**config.mk**
```make
export PLATFORM = sky130hd
export DESIGN_NAME = sprite_place_and_tint_blit
export DESIGN_NICKNAME = d
export VERILOG_FILES = /design/src/rtl/sprb_pkg.sv /design/src/rtl/sprb_regs.sv /design/src/rtl/sprb_front.sv /design/src/rtl/sprb_queue.sv /design/src/rtl/sprb_back.sv /design/src/rtl/sprite_place_and_tint_blit.sv
export SDC_FILE = /design/constraint.sdc
export NUM_CORES = 1
export LEC_CHECK = 0
export ABC_AREA = 1
export BUFFER_PORTS_ARGS = -buffer_cell sky130_fd_sc_hd__buf_2
export CAP_MARGIN = 20
export CORE_MARGIN = 1.5
export CORE_UTILIZATION = 63
export CTS_CLUSTER_DIAMETER = 150
export DETAILED_ROUTE_END_ITERATION = 8
export HOLD_SLACK_MARGIN = 0.08
export PLACE_DENSITY = 0.93
export SYNTH_ARGS = -nofsm -noshare
export SYNTH_HDL_FRONTEND = slang
export SYNTH_SLANG_ARGS = --single-unit
export TNS_END_PERCENT = 100
```
**constraint.sdc**
```tcl
create_clock -name clk -period 16.9 [get_ports clk]
set_clock_uncertainty 0.1 [all_clocks]
set_input_delay 0 -clock clk [delete_from_list [all_inputs] [get_ports clk]]
set_output_delay 0 -clock clk [all_outputs]
set_load 0.02 [all_outputs]
```
**src/rtl/sprb_pkg.sv**
```systemverilog
// shared types and constants for the sprite place and tint blitter
package sprb_pkg;

  localparam int COORD_BITS  = 8;
  localparam int OFF_BITS    = COORD_BITS + 1;
  localparam int SUM_BITS    = ((OFF_BITS > 9) ? OFF_BITS : 9) + 2;
  localparam int QUEUE_DEPTH = 4;
  localparam int QPTR_BITS   = $clog2(QUEUE_DEPTH);
  localparam int ADDR_BITS   = 5;
  localparam int DATA_BITS   = 32;

  localparam logic [2:0] REG_VIEW_COLS         = 3'd0;
  localparam logic [2:0] REG_VIEW_ROWS         = 3'd1;
  localparam logic [2:0] REG_SPRITE_COLS       = 3'd2;
  localparam logic [2:0] REG_SPRITE_ROWS       = 3'd3;
  localparam logic [2:0] REG_PLACE_MODE        = 3'd4;
  localparam logic [2:0] REG_RENDER_ORIGINAL   = 3'd5;
  localparam logic [2:0] REG_TRANSPARENT_BLACK = 3'd6;
  localparam logic [2:0] REG_TINT_COLOR        = 3'd7;

  localparam logic [2:0] PLACE_BOUNCE = 3'd0;
  localparam logic [2:0] PLACE_CENTER = 3'd1;
  localparam logic [2:0] PLACE_LEFT   = 3'd2;
  localparam logic [2:0] PLACE_RIGHT  = 3'd3;
  localparam logic [2:0] PLACE_TOP    = 3'd4;
  localparam logic [2:0] PLACE_BOTTOM = 3'd5;

  localparam logic MODE_FRAME = 1'b0;
  localparam logic MODE_PIXEL = 1'b1;

  localparam logic [7:0]  KEY_BRIGHT  = 8'd240;
  localparam logic [7:0]  KEY_DARK    = 8'd15;
  localparam logic [7:0]  FULL_SCALE  = 8'd255;
  localparam logic [2:0]  BOUNCE_TICK = 3'd0;

  localparam logic [7:0]  RST_VIEW_COLS   = 8'd45;
  localparam logic [7:0]  RST_VIEW_ROWS   = 8'd35;
  localparam logic [7:0]  RST_SPRITE_COLS = 8'd16;
  localparam logic [7:0]  RST_SPRITE_ROWS = 8'd16;
  localparam logic [23:0] RST_TINT_COLOR  = 24'hFFFFFF;

  typedef struct packed {
    logic       mode;
    logic [7:0] pixel_x;
    logic [7:0] pixel_y;
    logic [7:0] gray;
    logic [7:0] red;
    logic [7:0] green;
    logic [7:0] blue;
  } in_t;

  typedef struct packed {
    logic       write_enable;
    logic [7:0] dest_x;
    logic [7:0] dest_y;
    logic [7:0] out_red;
    logic [7:0] out_green;
    logic [7:0] out_blue;
  } out_t;

  typedef struct packed {
    logic [7:0]  view_cols;
    logic [7:0]  view_rows;
    logic [7:0]  sprite_cols;
    logic [7:0]  sprite_rows;
    logic [2:0]  place_mode;
    logic        render_original;
    logic        transparent_black;
    logic [23:0] tint_color;
  } cfg_t;

  // classified work handed from front to back
  typedef struct packed {
    logic       write_enable;
    logic [7:0] dest_x;
    logic [7:0] dest_y;
    logic [7:0] chan_r;
    logic [7:0] chan_g;
    logic [7:0] chan_b;
    logic [7:0] factor;
  } job_t;

endpackage

```
**src/rtl/sprb_regs.sv**
```systemverilog
// configuration register file behind the apb port
module sprb_regs
  import sprb_pkg::*;
(
  input  logic                 clk,
  input  logic                 rst,
  input  logic                 psel,
  input  logic                 penable,
  input  logic                 pwrite,
  input  logic [ADDR_BITS-1:0] paddr,
  input  logic [DATA_BITS-1:0] pwdata,
  output logic [DATA_BITS-1:0] prdata,
  output logic                 pready,
  output cfg_t                 cfg
);

  logic [2:0] index;
  logic       wr;

  assign index  = paddr[4:2];
  assign pready = 1'b1;
  assign wr     = psel && penable && pwrite && pready;

  always_ff @(posedge clk) begin
    if (rst) begin
      cfg.view_cols         <= RST_VIEW_COLS;
      cfg.view_rows         <= RST_VIEW_ROWS;
      cfg.sprite_cols       <= RST_SPRITE_COLS;
      cfg.sprite_rows       <= RST_SPRITE_ROWS;
      cfg.place_mode        <= PLACE_BOUNCE;
      cfg.render_original   <= 1'b0;
      cfg.transparent_black <= 1'b0;
      cfg.tint_color        <= RST_TINT_COLOR;
    end else if (wr) begin
      case (index)
        REG_VIEW_COLS:         cfg.view_cols         <= pwdata[7:0];
        REG_VIEW_ROWS:         cfg.view_rows         <= pwdata[7:0];
        REG_SPRITE_COLS:       cfg.sprite_cols       <= pwdata[7:0];
        REG_SPRITE_ROWS:       cfg.sprite_rows       <= pwdata[7:0];
        REG_PLACE_MODE:        cfg.place_mode        <= pwdata[2:0];
        REG_RENDER_ORIGINAL:   cfg.render_original   <= pwdata[0];
        REG_TRANSPARENT_BLACK: cfg.transparent_black <= pwdata[0];
        REG_TINT_COLOR:        cfg.tint_color        <= pwdata[23:0];
        default: ;
      endcase
    end
  end

  always_comb begin
    case (index)
      REG_VIEW_COLS:         prdata = DATA_BITS'(cfg.view_cols);
      REG_VIEW_ROWS:         prdata = DATA_BITS'(cfg.view_rows);
      REG_SPRITE_COLS:       prdata = DATA_BITS'(cfg.sprite_cols);
      REG_SPRITE_ROWS:       prdata = DATA_BITS'(cfg.sprite_rows);
      REG_PLACE_MODE:        prdata = DATA_BITS'(cfg.place_mode);
      REG_RENDER_ORIGINAL:   prdata = DATA_BITS'(cfg.render_original);
      REG_TRANSPARENT_BLACK: prdata = DATA_BITS'(cfg.transparent_black);
      REG_TINT_COLOR:        prdata = DATA_BITS'(cfg.tint_color);
      default:               prdata = '0;
    endcase
  end

endmodule

```
**src/rtl/sprb_front.sv**
```systemverilog
// front end: frame offset state, placement, color key and screen clipping
module sprb_front
  import sprb_pkg::*;
(
  input  logic clk,
  input  logic rst,
  input  cfg_t cfg,
  input  logic in_valid,
  input  in_t  in_data,
  input  logic queue_full,
  output logic in_ready,
  output logic push,
  output job_t push_data
);

  typedef struct packed {
    logic [OFF_BITS-1:0] pos;
    logic                back;
  } axis_t;

  logic [2:0]          frame_phase;
  logic [OFF_BITS-1:0] bounce_x;
  logic [OFF_BITS-1:0] bounce_y;
  logic                step_left;
  logic                step_up;
  logic [OFF_BITS-1:0] frame_offset_x;
  logic [OFF_BITS-1:0] frame_offset_y;

  axis_t               axis_x_next;
  axis_t               axis_y_next;
  logic [OFF_BITS-1:0] half_x, half_y, full_x, full_y;
  logic [OFF_BITS-1:0] frame_offset_x_next;
  logic [OFF_BITS-1:0] frame_offset_y_next;
  logic                do_bounce;
  logic                accept;
  logic [SUM_BITS-1:0] sx, sy;
  logic                skip, on_screen;

  function automatic logic [SUM_BITS-1:0] sext(input logic [OFF_BITS-1:0] v);
    return {{(SUM_BITS-OFF_BITS){v[OFF_BITS-1]}}, v};
  endfunction

  function automatic axis_t bounce_step(input logic [OFF_BITS-1:0] pos, input logic back,
                                        input logic [7:0] disp, input logic [7:0] img);
    logic [SUM_BITS-1:0] nxt;
    logic [SUM_BITS-1:0] disp_w;
    logic [SUM_BITS-1:0] img_w;
    axis_t               r;
    disp_w = SUM_BITS'(disp);
    img_w  = SUM_BITS'(img);
    nxt    = back ? (sext(pos) - SUM_BITS'(1)) : (sext(pos) + SUM_BITS'(1));
    if (nxt[SUM_BITS-1]) begin
      r.pos  = '0;
      r.back = 1'b0;
    end else if ($signed(nxt + img_w) > $signed(disp_w)) begin
      r.pos  = OFF_BITS'(disp_w - img_w);
      r.back = 1'b1;
    end else begin
      r.pos  = OFF_BITS'(nxt);
      r.back = back;
    end
    return r;
  endfunction

  function automatic logic [OFF_BITS-1:0] gap(input logic [7:0] disp, input logic [7:0] img,
                                              input logic halve);
    logic [8:0] diff;
    diff = {1'b0, disp} - {1'b0, img};
    if (disp <= img) begin
      return '0;
    end
    return halve ? OFF_BITS'(diff >> 1) : OFF_BITS'(diff);
  endfunction

  assign in_ready  = !queue_full;
  assign accept    = in_valid && in_ready;
  assign push      = accept;
  assign do_bounce = (cfg.place_mode == PLACE_BOUNCE) && (frame_phase == BOUNCE_TICK);

  assign axis_x_next = bounce_step(bounce_x, step_left, cfg.view_cols, cfg.sprite_cols);
  assign axis_y_next = bounce_step(bounce_y, step_up, cfg.view_rows, cfg.sprite_rows);
  assign half_x = gap(cfg.view_cols, cfg.sprite_cols, 1'b1);
  assign half_y = gap(cfg.view_rows, cfg.sprite_rows, 1'b1);
  assign full_x = gap(cfg.view_cols, cfg.sprite_cols, 1'b0);
  assign full_y = gap(cfg.view_rows, cfg.sprite_rows, 1'b0);

  always_comb begin
    case (cfg.place_mode)
      PLACE_BOUNCE: begin
        frame_offset_x_next = do_bounce ? axis_x_next.pos : bounce_x;
        frame_offset_y_next = do_bounce ? axis_y_next.pos : bounce_y;
      end
      PLACE_CENTER: begin
        frame_offset_x_next = half_x;
        frame_offset_y_next = half_y;
      end
      PLACE_LEFT: begin
        frame_offset_x_next = '0;
        frame_offset_y_next = half_y;
      end
      PLACE_RIGHT: begin
        frame_offset_x_next = full_x;
        frame_offset_y_next = half_y;
      end
      PLACE_TOP: begin
        frame_offset_x_next = half_x;
        frame_offset_y_next = '0;
      end
      PLACE_BOTTOM: begin
        frame_offset_x_next = half_x;
        frame_offset_y_next = full_y;
      end
      default: begin
        frame_offset_x_next = '0;
        frame_offset_y_next = '0;
      end
    endcase
  end

  always_ff @(posedge clk) begin
    if (rst) begin
      frame_phase    <= '0;
      bounce_x       <= '0;
      bounce_y       <= '0;
      step_left      <= 1'b0;
      step_up        <= 1'b0;
      frame_offset_x <= '0;
      frame_offset_y <= '0;
    end else if (accept && in_data.mode == MODE_FRAME) begin
      frame_phase    <= frame_phase + 3'd1;
      frame_offset_x <= frame_offset_x_next;
      frame_offset_y <= frame_offset_y_next;
      if (do_bounce) begin
        bounce_x  <= axis_x_next.pos;
        bounce_y  <= axis_y_next.pos;
        step_left <= axis_x_next.back;
        step_up   <= axis_y_next.back;
      end
    end
  end

  // pixel classification
  assign sx = sext(frame_offset_x) + SUM_BITS'(in_data.pixel_x);
  assign sy = sext(frame_offset_y) + SUM_BITS'(in_data.pixel_y);
  assign skip = cfg.transparent_black ? (in_data.gray <= KEY_DARK)
                                      : (in_data.gray >= KEY_BRIGHT);
  assign on_screen = !sx[SUM_BITS-1] && (sx < SUM_BITS'(cfg.view_cols)) &&
                     !sy[SUM_BITS-1] && (sy < SUM_BITS'(cfg.view_rows));

  // original colour rides through the back end with a full-scale factor
  always_comb begin
    push_data = '0;
    if (in_data.mode == MODE_PIXEL && !skip && on_screen) begin
      push_data.write_enable = 1'b1;
      push_data.dest_x       = sx[7:0];
      push_data.dest_y       = sy[7:0];
      if (cfg.render_original) begin
        push_data.chan_r = in_data.red;
        push_data.chan_g = in_data.green;
        push_data.chan_b = in_data.blue;
        push_data.factor = FULL_SCALE;
      end else begin
        push_data.chan_r = cfg.tint_color[23:16];
        push_data.chan_g = cfg.tint_color[15:8];
        push_data.chan_b = cfg.tint_color[7:0];
        push_data.factor = FULL_SCALE - in_data.gray;
      end
    end
  end

endmodule

```
**src/rtl/sprb_queue.sv**
```systemverilog
// short job queue between front and back
module sprb_queue
  import sprb_pkg::*;
(
  input  logic clk,
  input  logic rst,
  input  logic push,
  input  job_t push_data,
  output logic full,
  input  logic pop_ready,
  output logic pop_valid,
  output job_t pop_data
);

  job_t                 entries [QUEUE_DEPTH];
  logic [QPTR_BITS-1:0] wr_ptr;
  logic [QPTR_BITS-1:0] rd_ptr;
  logic [QPTR_BITS:0]   count;
  logic                 pop;

  assign full      = (count == (QPTR_BITS+1)'(QUEUE_DEPTH));
  assign pop_valid = (count != '0);
  assign pop       = pop_valid && pop_ready;
  assign pop_data  = entries[rd_ptr];

  always_ff @(posedge clk) begin
    if (push) begin
      entries[wr_ptr] <= push_data;
    end
  end

  always_ff @(posedge clk) begin
    if (rst) begin
      wr_ptr <= '0;
      rd_ptr <= '0;
      count  <= '0;
    end else begin
      if (push) begin
        wr_ptr <= wr_ptr + QPTR_BITS'(1);
      end
      if (pop) begin
        rd_ptr <= rd_ptr + QPTR_BITS'(1);
      end
      case ({push, pop})
        2'b10:   count <= count + (QPTR_BITS+1)'(1);
        2'b01:   count <= count - (QPTR_BITS+1)'(1);
        default: count <= count;
      endcase
    end
  end

endmodule

```
**src/rtl/sprb_back.sv**
```systemverilog
// back end: tint multiply, divide by 255 and output register
module sprb_back
  import sprb_pkg::*;
(
  input  logic clk,
  input  logic rst,
  input  logic job_valid,
  input  job_t job,
  output logic job_ready,
  output logic out_valid,
  input  logic out_ready,
  output out_t out_data
);

  typedef struct packed {
    logic        write_enable;
    logic [7:0]  dest_x;
    logic [7:0]  dest_y;
    logic [15:0] prod_r;
    logic [15:0] prod_g;
    logic [15:0] prod_b;
  } prod_t;

  logic  s1_valid;
  prod_t s1;
  logic  out_adv;

  // exact floor(x / 255) for x up to 255 * 255
  function automatic logic [7:0] div255(input logic [15:0] x);
    logic [16:0] s;
    s = {1'b0, x} + {9'b0, x[15:8]} + 17'd1;
    return s[15:8];
  endfunction

  assign out_adv   = !out_valid || out_ready;
  assign job_ready = !s1_valid || out_adv;

  always_ff @(posedge clk) begin
    if (rst) begin
      s1_valid  <= 1'b0;
      out_valid <= 1'b0;
    end else begin
      if (job_ready) begin
        s1_valid <= job_valid;
      end
      if (out_adv) begin
        out_valid <= s1_valid;
      end
    end
  end

  always_ff @(posedge clk) begin
    if (job_ready && job_valid) begin
      s1.write_enable <= job.write_enable;
      s1.dest_x       <= job.dest_x;
      s1.dest_y       <= job.dest_y;
      s1.prod_r       <= 16'(job.chan_r) * 16'(job.factor);
      s1.prod_g       <= 16'(job.chan_g) * 16'(job.factor);
      s1.prod_b       <= 16'(job.chan_b) * 16'(job.factor);
    end
    if (out_adv && s1_valid) begin
      out_data.write_enable <= s1.write_enable;
      out_data.dest_x       <= s1.dest_x;
      out_data.dest_y       <= s1.dest_y;
      out_data.out_red      <= div255(s1.prod_r);
      out_data.out_green    <= div255(s1.prod_g);
      out_data.out_blue     <= div255(s1.prod_b);
    end
  end

endmodule

```
**src/rtl/sprite_place_and_tint_blit.sv**
```systemverilog
// top level of the sprite place and tint blitter
//
//   channel  direction  handshake          payload
//   cfg      in         psel/penable/...   pwdata, paddr, prdata
//   in       in         in_valid/in_ready  in_data (in_t)
//   out      out        out_valid/out_ready out_data (out_t)
//
// one item per clock sustained while out_ready stays high; a result passes the queue,
// the multiply stage and the divide stage and leaves from the output register
// a four-entry queue decouples the front from back-end output stalls
// in_ready drops only when the queue is full
// reset restores register defaults and clears offset, bounce and phase state
module sprite_place_and_tint_blit
  import sprb_pkg::*;
(
  input  logic                 clk,
  input  logic                 rst,
  input  logic                 psel,
  input  logic                 penable,
  input  logic                 pwrite,
  input  logic [ADDR_BITS-1:0] paddr,
  input  logic [DATA_BITS-1:0] pwdata,
  output logic [DATA_BITS-1:0] prdata,
  output logic                 pready,
  input  logic                 in_valid,
  output logic                 in_ready,
  input  in_t                  in_data,
  output logic                 out_valid,
  input  logic                 out_ready,
  output out_t                 out_data
);

  cfg_t cfg;
  logic push;
  job_t push_data;
  logic queue_full;
  logic job_valid;
  logic job_ready;
  job_t job;

  sprb_regs u_regs (
    .clk     (clk),
    .rst     (rst),
    .psel    (psel),
    .penable (penable),
    .pwrite  (pwrite),
    .paddr   (paddr),
    .pwdata  (pwdata),
    .prdata  (prdata),
    .pready  (pready),
    .cfg     (cfg)
  );

  sprb_front u_front (
    .clk        (clk),
    .rst        (rst),
    .cfg        (cfg),
    .in_valid   (in_valid),
    .in_data    (in_data),
    .queue_full (queue_full),
    .in_ready   (in_ready),
    .push       (push),
    .push_data  (push_data)
  );

  sprb_queue u_queue (
    .clk       (clk),
    .rst       (rst),
    .push      (push),
    .push_data (push_data),
    .full      (queue_full),
    .pop_ready (job_ready),
    .pop_valid (job_valid),
    .pop_data  (job)
  );

  sprb_back u_back (
    .clk       (clk),
    .rst       (rst),
    .job_valid (job_valid),
    .job       (job),
    .job_ready (job_ready),
    .out_valid (out_valid),
    .out_ready (out_ready),
    .out_data  (out_data)
  );

endmodule

```
==> results of run 1 <==
==> critical path, cell delays in order (launching register included) <==
cell	delay, ps
dfxtp_1	510
inv_2	310
buf_4	650
a21oi_1	110
a32oi_2	740
clkinv_1	550
nor2_1	220
ha_1	160
inv_1	50
fa_1	490
inv_1	60
fa_1	500
fa_1	490
ha_1	390
nand2_1	70
o21ai_0	360
a31oi_1	190
o21ai_0	320
a21oi_1	110
nor2_1	100
nor2_1	60
xnor2_1	120
==> registers in the layout, indices dropped and copies added, names as in the netlist, 3 cells and up, named ones only <==
name	flops
u_back.s1	65
u_front.frame_offset_x	9
u_regs.cfg	61
u_front.bounce_y	9
u_queue.entries	196
u_front.bounce_x	9
u_queue.count	3
u_back.out_data	41
u_front.frame_offset_y	9
u_front.frame_phase	3
==> path summary, 6_finish.rpt <==
| path | startpoint | end | depth (start not counted) |
|---|---|---|---|
| worst min register to register | u_back.s1[48] | u_back.out_data[24] | 0 |
| worst max register to register | register | u_back.s1[14] | 21 |
| worst min-delay path | pwdata[20] | u_regs.cfg[20] | 4 |
| worst max-delay path | register | u_back.s1[14] | 21 |
==> metal layers <==
| layer | vias up | routed length [um] | track usage [%] |
|---|---|---|---|
| met3 | 435 | 7500 | 6.70 |
| li1 | 10200 | - | - |
| met2 | 1620 | 34300 | 55.8 |
| met4 | 2 | 4780 | 20.0 |
| met5 | - | 10 | 0 |
| met1 | 10500 | 26700 | 40.3 |
==> layout by cell type (no fill, tap or decap), types with 18 or more instances in the layout <==
cell | netlist | layout
nand2_1 | 564 | 564
inv_1 | 428 | 427
edfxtp_1 | 302 | 302
nor2_1 | 302 | 297
ha_1 | 232 | 232
a21oi_1 | 231 | 230
buf_2 | 15 | 149
o21ai_0 | 140 | 140
dlygate4sd3_1 | 0 | 119
fa_1 | 117 | 117
dfxtp_1 | 113 | 112
nand3_1 | 64 | 64
xor2_1 | 57 | 57
clkbuf_16 | 0 | 44
xnor2_1 | 32 | 32
a32oi_1 | 26 | 26
o22ai_1 | 26 | 26
nand4_1 | 19 | 19
inv_2 | 16 | 18
==> cells by family after synthesis <==
family,count (synthesis),share of synthesized area [%]
and+or+nand+nor,1014,15.6
buffers and inverters,538,7.82
AOI/OAI and AO/OA,531,11.7
DFF,415,42.4
adders and majority gates,349,19.6
xor gates and xnor gates,89,2.91
other,2,0.0281
==> timing repair <==
action,4_1_cts,5_1_grt
hold endpoints to repair,264,0
hold buffers,119,0
buffers inserted,0,0
==> per-stage QoR <==
stage,worst slack (ps),utilization [%],std cells
after floorplan,11480,-,2945
after global placement,10230,66.7,3561
after detailed placement,10100,66.7,3561
after CTS,10030,72.9,3760
after global routing,9540,72.9,3763
final,9920,72.9,3764
==> cell type report <==
type / instances / area [um2] / share of cell area, %
repair buffers: 283 / 2050 / 6.70
clock buffers: 52 / 1140 / 3.73
well taps: 539 / 674 / 2.20
multi-input cells: 1992 / 13400 / 43.8
clock inverters: 28 / 280 / 0.916
flip-flops and latches: 415 / 11300 / 37.0
diodes: 4 / 10.0 / 0.0327
inverters: 451 / 1700 / 5.55
==> results by group, run 1 <==
Status
  • Outcome: finished, final reports clean

Finish
  • Final net count: between 3000 and 4000
  • Fraction of layout cells with a size suffix above 1: 9.90%
  • Synth-to-Final Area Change: 14.3%
  • Post-route cell area: between 30000 and 40000 um2
  • Filler cell count: roughly 2600

Synthesis
  • Synth warn: 0
  • Syn Inst Count: 2938
  • Synth top area cells: edfxtp_1 34%, ha_1 11%, fa_1 8.8%, dfxtp_1 8.5%, nand2_1 7.9%
  • Share of flip-flops with an asynchronous set or reset: 0%
  • Yosys cell types: 61
  • Post-synth top area share: around a third
  • Post-synthesis sequential area ratio: 42.4%
  • Synth area leader: edfxtp_1
  • Synthesized cell area: between 20000 and 30000 um2
  • Top-count cell post-synth: nand2_1
  • Synth cell count leaders: 564 x nand2_1, 428 x inv_1, 302 x edfxtp_1, 302 x nor2_1, 232 x ha_1
  • Ys flop type: edfxtp_1
  • EDFF count, synth: just over 300
  • Synthesized area per cell: a little over 9 um2
  • FF+latch count, synth: between 400 and 500

Clock tree
  • CTS tree: yes
  • H-Tree Depth: 2
  • Clock Root Buffer: clkbuf_16
  • Clock Sinks: about 420
  • Worst skew pair latency: 590 ps
  • Reg clk slew, reported paths: approximately 60 ps
  • Clock Tree Buf Depth: 3
  • Num CTS Buffers: 43
  • CTS resizes: 0

Place
  • Dpl cell area: ~28000 um2
  • Detail Placement HPWL: roughly 46000 um
  • Port-buffer cells: roughly 150
  • Final RePlAce weighted congestion: between 0.9 and 1

Critical path
  • Kind of end point of the critical path: register
  • CP Data Arrival Time: roughly 7000 ps
  • R2r setup slk: 9920 ps
  • Req. time, crit path: about 17000 ps
  • Critical Path Source Type: register
  • Worst Setup Path Type: register to register
  • Max FO, Critical Path: between 60 and 70

STA
  • Hold WS: 146 ps
  • TNS Setup: 0 ps
  • Unrepaired setup endpoints after global routing: false
  • Setup violators final: 0
  • Headroom to the max-slew limit: between 30 and 40%
  • Final period util: roughly two fifths
  • Slew Limit Fails: 0
  • Final hold violation count: 0
  • Achievable frequency: roughly 0.14 GHz
  • Crit path time final: 6980 ps
  • Actual slew at the worst max-slew pin: slightly below 1000 ps

Global routing
  • First-pass GRT wire length: between 100000 and 150000 um
  • GRT Overall Usage: between 30% and 40%
  • Overflow after GRT: 0
  • Largest net degree at the start of global routing: between 90 and 100
  • Vias in the first global route: around 23000
  • Initial antenna violation count: 5

Route
  • # DRC: 0
  • Total number of vias: 22800
  • Iter 0 DRT Violations: between 2000 and 3000
  • Antenna Nets Post-Route: 0
  • Wire length per cell: roughly 19 um
  • DR vias/cell: 6.07
  • Drt total wl: roughly 73000 um
  • Pre-Repair DR Iteration Count: 6

Flow run
  • MaxCap Viol Count: 0

Die
  • # rows: 75
  • Initial Util: a little under two thirds
  • Core Area: 41900 um2
  • DIE WIDTH: roughly 210 um
  • Num ports: 169
  • Vert. Die Dim: between 200 and 250 um
  • Die area: 43700 um2

Min path
  • Hold Path Class: input port to register
Power of run 1 is left out: the tool's default activity adds up to more than one toggle a clock period on the data nets, which glitch-free logic cannot reach.
==> run 2: changes to the inputs <==
--- a/config.mk
+++ b/config.mk
@@ -9,11 +9,11 @@
 export BUFFER_PORTS_ARGS = -buffer_cell sky130_fd_sc_hd__buf_2
 export CAP_MARGIN = 20
 export CORE_MARGIN = 1.5
-export CORE_UTILIZATION = 63
+export CORE_UTILIZATION = 56
 export CTS_CLUSTER_DIAMETER = 150
 export DETAILED_ROUTE_END_ITERATION = 8
 export HOLD_SLACK_MARGIN = 0.08
-export PLACE_DENSITY = 0.93
+export PLACE_DENSITY = 0.88
 export SYNTH_ARGS = -nofsm -noshare
 export SYNTH_HDL_FRONTEND = slang
 export SYNTH_SLANG_ARGS = --single-unit
==> constraint.sdc (replaced) <==
create_clock -name clk -period 5.9 [get_ports clk]
set_clock_uncertainty 0.1 [all_clocks]
set_input_delay 0 -clock clk [delete_from_list [all_inputs] [get_ports clk]]
set_output_delay 0 -clock clk [all_outputs]
set_load 0.02 [all_outputs]
==> run 2 against run 1 <==
Sequential share of layout area fell by 0.77 points; setup slack got worse by 9600 ps; hold slack improved by 17 ps; critical path type unchanged.
==> results by group, run 2 (synthesized netlist as in run 1, its figures left out) <==
Global routing
  • GRT Overall Usage: 28.1%
  • Vias in the first global route: between 20000 and 25000
  • Initial antenna violation count: 1
  • First-pass GRT wire length: between 100000 and 150000 um
  • Largest net degree at the start of global routing: 83
  • Overflow after GRT: 0

Route
  • Total number of vias: ~22000
  • DR vias/cell: 5.73
  • Pre-Repair DR Iteration Count: 6
  • # DRC: 0
  • Wire length per cell: roughly 18 um
  • Iter 0 DRT Violations: between 2000 and 2500
  • Drt total wl: roughly 71000 um
  • Antenna Nets Post-Route: 0

Min path
  • Hold Path Class: input port to register
  • WHS Path Cells: 4

Clock tree
  • Clock Root Buffer: clkbuf_16
  • Clock Tree Buf Depth: 3
  • H-Tree Depth: 2
  • CTS tree: yes
  • Clock Sinks: around 420
  • Reg clk slew, reported paths: 60 ps
  • Worst skew pair latency: slightly above 600 ps
  • Num CTS Buffers: between 40 and 50

STA
  • Hold WS: around 160 ps
  • Final hold violation count: 0
  • TNS Setup: 0 ps
  • Achievable frequency: about 0.18 GHz
  • Actual slew at the worst max-slew pin: around 1000 ps
  • Slew Limit Fails: 0
  • Crit path time final: around 5600 ps
  • Headroom to the max-slew limit: between 30% and 40%
  • Final period util: approximately 95%
  • Setup violators final: 0

Die
  • Initial Util: 57.1%
  • Core Area: about 47000 um2
  • # rows: between 70 and 80
  • Num ports: roughly 170
  • Vert. Die Dim: about 220 um
  • Die area: 49100 um2
  • DIE WIDTH: around 220 um

Finish
  • Top Registers: u_queue.entries (196), u_back.s1 (65), u_regs.cfg (61)
  • Most frequent cells in the layout: 564 x nand2_1, 426 x inv_1, 302 x edfxtp_1
  • Largest Register: u_queue.entries
  • Commonest non-fill, non-tap cell in the layout: nand2_1
  • Max reg flops: ~200
  • Post-route cell area: 31200 um2
  • Final Non-Filler Cells: a little under 4000
  • Filler cell count: 3370
  • Fraction of layout cells with a size suffix above 1: 11.3%
  • Final net count: 3675
  • Synth-to-Final Area Change: 16.8%

Place
  • Placed insts: 3665
  • Final RePlAce weighted congestion: around 0.96
  • Detail Placement HPWL: 46800 um
  • Port-buffer cells: approximately 150
  • Dpl cell area: between 20000 and 30000 um2

Status
  • Outcome: finished, final reports clean

Critical path
  • Most used cell, CP: fa_1
  • CP Data Arrival Time: around 5900 ps
  • Worst Setup Path Type: register to register
  • Req. time, crit path: about 6000 ps
  • Kind of end point of the critical path: register
  • Max FO, Critical Path: 56
  • R2r setup slk: between 200 and 300 ps
  • Critical Path Source Type: register
  • Max incr delay on CP: approximately 510 ps
  • Crit-path slowest cell: fa_1
  • Cell Chain, Critical Path: inv_2 -> buf_12 -> nand2_1 -> a32oi_4 -> buf_4 -> nand2_1 -> fa_1 -> fa_1 -> inv_1 -> fa_1 -> inv_1 -> fa_1 -> inv_1 -> ha_1 -> nand2_1 -> o21ai_0 -> a31oi_1 -> o21ai_0 -> a21oi_1 -> nor2_1 -> nor2_1 -> xor2_1
  • Cells on worst reg2reg path: 22

Flow run
  • MaxCap Viol Count: 0
[run 2: cell count changes in the layout (fill, tap and decap cells not counted), sizes merged]
cell	before	now
buf	164	207
bufinv	3	7
clkbuf	52	54
clkinv	19	17
diode	4	2
dlygate4sd3	119	120
inv	450	449
[run 2: metal layers]
| layer | routed length, um | GRT usage, % |
|---|---|---|
| met5 | 0 | 0 |
| met4 | 3250 | 13.1 |
| met3 | 6390 | 4.85 |
| met2 | 33900 | 47.8 |
| met1 | 27200 | 34.8 |
[run 2: metrics by stage]
step / util, % / setup WS, ps
3_3_place_gp: 60.6 / 476
6_report: 66.7 / 278
3_5_place_dp: 60.6 / 307
4_1_cts: 66.4 / 261
5_1_grt: 66.7 / -45.2
2_1_floorplan: - / 478
[run 2: path summary, 6_finish.rpt]
path | startpoint | end
min reg2reg | u_back.s1[58] | u_back.out_data[34]
min | in_data[33] | u_queue.entries[3][33]
max | register | u_back.s1[46]
max reg2reg | register | u_back.s1[46]
[run 2: worst max-delay path, delay by kind of cell, from the launching register on]
| kind | cells | cell delay (ps) |
|---|---|---|
| buf+inv | 6 | 800 |
| simple gates | 5 | 470 |
| compound gates | 5 | 1160 |
| xor+xnor | 1 | 130 |
| fa+ha+maj | 5 | 2330 |
| flops | 1 | 370 |
[run 2: final cells by class]
type / instances / area, um2 / area share, %
flip-flops and latches: 415 / 11300 / 36.3
repair buffers: 328 / 2460 / 7.88
clock buffers: 53 / 1160 / 3.70
clock inverters: 29 / 388 / 1.24
diodes: 2 / 5.00 / 0.0160
inverters: 451 / 1710 / 5.47
well taps: 607 / 759 / 2.43
multi-input cells: 1992 / 13400 / 43.0
[run 2: what timing repair did]
item	in CTS	in global routing
hold buffers	120	0
resized for setup	0	9
setup endpoints to repair	0	5
buffers inserted	0	7
endpoints found under the hold margin	267	0
Power of run 2 is left out for the same reason.
